## src/dnsdec_pkg.sv

```systemverilog
// Shared types and constants of the DNS name decompressor.
// No dependencies; imported by every module of the block.
`timescale 1ns / 1ps
package dnsdec_pkg;

  // Command codes of an input beat
  localparam logic [1:0] CMD_APPEND = 2'd0;
  localparam logic [1:0] CMD_NEWPKT = 2'd1;
  localparam logic [1:0] CMD_DECODE = 2'd2;

  // Field and walk widths
  localparam int CMD_W    = 2;
  localparam int BYTE_W   = 8;
  localparam int OFF_W    = 9;
  localparam int CONS_W   = 10;
  localparam int MJ_W     = 6;
  localparam int JUMP_W   = 7;
  // Walk position covers every 14-bit pointer target and the packet length
  localparam int POS_W    = 15;
  localparam int SUM_W    = 16;
  localparam int TGT_W    = 14;

  // Label byte coding
  localparam logic [1:0]        PTR_MARK   = 2'b11;
  localparam logic [BYTE_W-1:0] CHAR_DOT   = 8'h2E;
  localparam logic [MJ_W-1:0]   JUMP_RESET = 6'd20;

  // Register index of max_jumps
  localparam logic REG_MAX_JUMPS = 1'b0;

  // Name buffer control from the walker
  typedef struct packed {
    logic              clear;
    logic              push;
    logic [BYTE_W-1:0] push_char;
    logic              strip;
  } nb_ctrl_t;

endpackage

```

## src/dnsdec_name_buf.sv

```systemverilog
// Name buffer of the DNS name decompressor: character store, fill count
// and trailing-dot strip. Depends on dnsdec_pkg.
`timescale 1ns / 1ps
module dnsdec_name_buf #(
  parameter int NAME_BYTES = 64
) (
  input  logic                          clk_i,
  input  logic                          rst_ni,
  input  dnsdec_pkg::nb_ctrl_t          ctrl_i,
  input  logic                          rd_en_i,
  input  logic [$clog2(NAME_BYTES)-1:0] rd_addr_i,
  output logic [$clog2(NAME_BYTES)-1:0] count_o,
  output logic [7:0]                    rd_data_o
);
  import dnsdec_pkg::*;

  localparam int NC_W = $clog2(NAME_BYTES);
  localparam logic [NC_W-1:0] FULL_CNT = NC_W'(NAME_BYTES - 1);

  logic [BYTE_W-1:0] mem [NAME_BYTES];
  logic [NC_W-1:0]   count_q, count_d;
  logic              last_dot_q, last_dot_d;
  logic [BYTE_W-1:0] rd_data_q;
  logic              wr_en;

  // Keep a character only while there is room for one more
  assign wr_en = ctrl_i.push && (count_q != FULL_CNT);

  always_comb begin
    count_d    = count_q;
    last_dot_d = last_dot_q;
    priority if (ctrl_i.clear) begin
      count_d    = '0;
      last_dot_d = 1'b0;
    end else if (wr_en) begin
      count_d    = count_q + NC_W'(1);
      last_dot_d = (ctrl_i.push_char == CHAR_DOT);
    end else if (ctrl_i.strip && (count_q != '0) && last_dot_q) begin
      count_d    = count_q - NC_W'(1);
    end else begin
      count_d    = count_q;
      last_dot_d = last_dot_q;
    end
  end

  always_ff @(posedge clk_i or negedge rst_ni) begin
    if (!rst_ni) begin
      count_q    <= '0;
      last_dot_q <= 1'b0;
    end else begin
      count_q    <= count_d;
      last_dot_q <= last_dot_d;
    end
  end

  // Store write at the fill count
  always_ff @(posedge clk_i) begin
    if (wr_en) begin
      mem[count_q] <= ctrl_i.push_char;
    end
  end

  // Registered read for emission
  always_ff @(posedge clk_i) begin
    if (rd_en_i) begin
      rd_data_q <= mem[rd_addr_i];
    end
  end

  assign count_o   = count_q;
  assign rd_data_o = rd_data_q;

endmodule

```

## config.mk

```make
export PLATFORM = sky130hd
export DESIGN_NAME = dnsdec_name_buf
export DESIGN_NICKNAME = d
export VERILOG_FILES = /design/src/dnsdec_pkg.sv /design/src/dnsdec_name_buf.sv
export SDC_FILE = /design/constraint.sdc
export NUM_CORES = 1
export LEC_CHECK = 0
export ABC_AREA = 1
export BUFFER_PORTS_ARGS = -buffer_cell sky130_fd_sc_hd__clkbuf_2
export CORE_MARGIN = 8
export CORE_UTILIZATION = 40
export CTS_CLUSTER_DIAMETER = 30
export CTS_CLUSTER_SIZE = 12
export DETAILED_ROUTE_END_ITERATION = 8
export SYNTH_ARGS = -nofsm -noshare
export SYNTH_HDL_FRONTEND = slang
export SYNTH_SLANG_ARGS = --single-unit
```

## constraint.sdc

```tcl
create_clock -name clk_i -period 1.9 [get_ports clk_i]
set_input_delay 0.38 -clock clk_i [delete_from_list [all_inputs] [get_ports clk_i]]
set_output_delay 0.38 -clock clk_i [all_outputs]
set_load 0.005 [all_outputs]
```

==> results.rst <==
.. list-table::
   :header-rows: 1

   * - Metric
     - Value
   * - Residual overflow from global routing
     - 0
   * - Syn Std Cell Area
     - 0.0218 mm^2
   * - Cell at the root of the clock tree
     - sky130_fd_sc_hd__clkbuf_16
   * - TritonCTS sink count
     - 527
   * - Commonest non-fill, non-tap cell in the layout
     - sky130_fd_sc_hd__nand2_1
   * - Deepest clock path buffer count
     - 3
   * - Routability cong.
     - 0.894
   * - Worst skew pair latency
     - roughly 0.62 ns
   * - Ordered list of cells on the worst path
     - buf_4, inv_1, nand3_1, nor2_1, buf_4
   * - Mean post-synth cell area
     - roughly 12 um^2
   * - Critical path arrival
     - 2.15 ns
   * - Placeable core area
     - between 0.05 and 0.06 mm^2
   * - Count of filler cells inserted in the layout
     - 4572
   * - Startpoint type of the worst setup path
     - flip-flop
   * - Total number of H-tree levels
     - 3
   * - Least-Margin Pin Slew
     - 0.557 ns
   * - Via-per-instance ratio
     - 5.28
   * - Status
     - completed
   * - GR Layer Usage met3
     - 0.0373
   * - CTS buffer count
     - 103
   * - Total of warnings raised by yosys
     - 0
   * - Worst setup skew after layout
     - 0.0168 ns
   * - Power density of the placed cells
     - 1220 mW/mm^2
   * - Number of antenna violations at the first check in global routing
     - 1
   * - Pre-Repair DR Iteration Count
     - 6
   * - Cell with the most instances on the worst path
     - sky130_fd_sc_hd__buf_4
   * - TritonCTS clock tree
     - built
   * - Grt peak-use layer
     - met2
   * - Mapped Cells
     - between 1500 and 2000
   * - Maximum number of pins on one net before global-route repair
     - 76
   * - Number of vias after detailed routing
     - 15000
   * - Post-layout utilization of the core
     - 0.504
   * - Via count of the first global-routing pass
     - 15100
   * - Setup Total Neg Slack
     - 0 ns
   * - Endpoints failing hold
     - 0
   * - Setup slack after placement
     - -0.184 ns
   * - Crit path time final
     - 1.83 ns
   * - Number of DRC violations after detailed routing
     - 0
   * - Die extent in x
     - about 250 um
   * - Wire length per cell after detailed routing
     - 20.9 um
   * - Worst stage delay on the critical path
     - around 0.41 ns
   * - Max-slew headroom
     - 0.629
   * - Final #Nets
     - ~2100
   * - Die height
     - 250 um
   * - Number of cell rows
     - 85
   * - Post-DRT Antenna Nets
     - 0
   * - I/O pin total
     - 34
   * - Number of inserted diodes
     - 0
   * - Worst Setup End Kind
     - flip-flop
   * - Maximum clock frequency
     - 547 MHz
   * - Detailed placer's ending HPWL
     - 36900 um
   * - Sequential fraction of the synthesis area
     - 0.723
   * - Fin crit share
     - 0.962
   * - Worst IR Drop VDD
     - roughly 690 uV
   * - Leakage
     - 0.0103 uW
   * - Setup slack after layout
     - 0.0714 ns
   * - Setup repair after global routing missed its margin
     - yes
   * - Critical Path RT
     - 2.23 ns
   * - Sequential cell area
     - 0.0158 mm^2
   * - #FFs+latches synth
     - between 500 and 600
   * - Endpoints failing setup
     - 0
   * - Met2 track demand over resource in global routing
     - 0.298
   * - Cell area after placement
     - 0.0237 mm^2
   * - Worst Path Max Fanout
     - 8
   * - Non-Filler Cell Area, Final
     - 0.0272 mm^2
   * - Starting density of the core
     - 0.405
   * - Detailed-route wire length
     - 59400 um
   * - Most used cells in the layout excluding fill and tap cells
     - sky130_fd_sc_hd__nand2_1 (662), sky130_fd_sc_hd__edfxtp_1 (520), sky130_fd_sc_hd__nand3_1 (444)
   * - Area of the die
     - about 0.062 mm^2
   * - Share of layout cells above drive strength 1
     - 0.173
   * - Clock-pin slew on the worst setup and hold paths
     - 0.05 ns
   * - Library cells used by synthesis
     - 33
   * - Port Buffer Count
     - 33
   * - Class of the most critical hold timing path
     - in -> async
   * - Max-cap viol count
     - 0
   * - WS Path Type
     - reg -> reg
   * - Met1 track demand over resource in global routing
     - 0.253
   * - Synth-to-layout area growth
     - 24.5%
   * - Slowest-stage cell, CP
     - sky130_fd_sc_hd__nand3_1
   * - Initial drt markers
     - ~1600
   * - Global-route wire length before repair
     - 91200 um
   * - Area used by multi-input combinational logic
     - 0.00531 mm^2
   * - Global-route usage over all layers
     - 0.189
   * - Fin. max-slew vios
     - 0
report_power, final:
group / internal (uW) / leakage (uW) / switching, uW
combinational: 794 / 0.00383 / 1730
clock: 11900 / 0.00165 / 5720
sequential: 13100 / 0.00478 / 82.4
total: 25800 / 0.0103 / 7540
layer usage:
metal / part of all wire / vias to the layer above / wire, um
met1: 0.42 / 7244 / 24700
met5: 0 / - / 0
li1: - / 6987 / -
met2: 0.46 / 675 / 27400
met3: 0.084 / 122 / 4990
met4: 0.038 / 0 / 2240
synth_stat cells:
cell type | count | area (um^2)
sky130_fd_sc_hd__a21oi_1 | 2 | 10.0
sky130_fd_sc_hd__a31oi_1 | 1 | 6.26
sky130_fd_sc_hd__buf_1 | 9 | 33.8
sky130_fd_sc_hd__buf_12 | 1 | 20.0
sky130_fd_sc_hd__buf_2 | 62 | 310
sky130_fd_sc_hd__buf_4 | 4 | 30.0
sky130_fd_sc_hd__buf_6 | 25 | 282
sky130_fd_sc_hd__buf_8 | 1 | 15.0
sky130_fd_sc_hd__clkbuf_1 | 8 | 30.0
sky130_fd_sc_hd__conb_1 | 1 | 3.75
sky130_fd_sc_hd__dfrtp_1 | 7 | 175
sky130_fd_sc_hd__edfxtp_1 | 520 | 15600
sky130_fd_sc_hd__fa_1 | 1 | 20.0
sky130_fd_sc_hd__ha_1 | 4 | 50.1
sky130_fd_sc_hd__inv_1 | 15 | 56.3
sky130_fd_sc_hd__inv_2 | 6 | 22.5
sky130_fd_sc_hd__inv_4 | 1 | 6.26
sky130_fd_sc_hd__nand2_1 | 663 | 2490
sky130_fd_sc_hd__nand2_2 | 2 | 12.5
sky130_fd_sc_hd__nand2_4 | 1 | 11.3
sky130_fd_sc_hd__nand2b_1 | 1 | 6.26
sky130_fd_sc_hd__nand3_1 | 444 | 2220
sky130_fd_sc_hd__nand3b_1 | 1 | 7.51
sky130_fd_sc_hd__nand4_1 | 8 | 50.1
sky130_fd_sc_hd__nor2_1 | 67 | 251
sky130_fd_sc_hd__nor2_2 | 1 | 6.26
sky130_fd_sc_hd__nor2_4 | 1 | 11.3
sky130_fd_sc_hd__nor3_1 | 1 | 5.00
sky130_fd_sc_hd__o21ai_1 | 2 | 10.0
sky130_fd_sc_hd__o22ai_1 | 3 | 18.8
sky130_fd_sc_hd__o41ai_1 | 1 | 8.76
sky130_fd_sc_hd__or2_2 | 2 | 12.5
sky130_fd_sc_hd__xor2_1 | 3 | 26.3
area by class of cell:
cell class / instances / share of cell area
Sequential cell: 527 / 0.581
Multi-Input combinational cell: 1217 / 0.195
Clock buffer: 116 / 0.0982
Timing Repair Buffer: 194 / 0.0626
Tap cell: 696 / 0.0320
Clock inverter: 73 / 0.0275
Inverter: 22 / 0.00331
sequential cells by signal, summed over array words and instances (netlist names):
name,flops
count_o,6
last_dot_q,1
mem,512
rd_data_o,8
worst paths after layout:
| check | start | endpoint | slack (ns) | cells past startpoint |
|---|---|---|---|---|
| worst max-delay path | count_o[4] | mem[38][1] | 0.07 | 5 |
| worst min-delay path | rst_ni | last_dot_q | 0.12 | 2 |
| worst min register to register | last_dot_q | last_dot_q | 0.51 | 2 |
| max in group asynchronous | rst_ni | count_o[3] | 1.61 | 2 |
| worst max register to register | count_o[4] | mem[38][1] | 0.07 | 5 |
| min in group clk_i | ctrl_i[7] | mem[50][6] | 0.12 | 1 |
logic make-up (layout without fill, tap and decap cells):
| group | Yosys count | in the layout | synth area share |
|---|---|---|---|
| XOR/XNOR | 3 | 3 | 0.00120 |
| buffers and inverters | 132 | 405 | 0.0369 |
| AO/OA/AOI/OAI | 9 | 9 | 0.00246 |
| flip-flops | 527 | 527 | 0.723 |
| AND/OR/NAND/NOR | 1192 | 1192 | 0.233 |
| adder cells (fa/ha/maj) | 5 | 5 | 0.00321 |
| other | 1 | 8 | 0.000172 |
critical path, delay by kind of cell, from the launching register on:
family	cells	cell delay (ns)
buf+inv	3	0.51
simple gates	2	0.65
flops	1	0.36
stage by stage:
stage                     hold slack [ns]  std cells  power (uW)
final                               0.115       2845       33300
after detailed placement            0.230       2654       15800
after floorplan                    0.0844       1876       14700
after CTS                          0.0972       2845       33400
after global routing                0.109       2845       34300
after global placement              0.225       2654       15800
timing repair:
item,4_1_cts,5_1_grt
endpoints found under the hold margin,8,0
resized for setup,0,7
buffers inserted,0,0
hold buffers,2,0
endpoints found under the setup margin,0,3
Note: power is estimated with default switching activity, not from simulation.
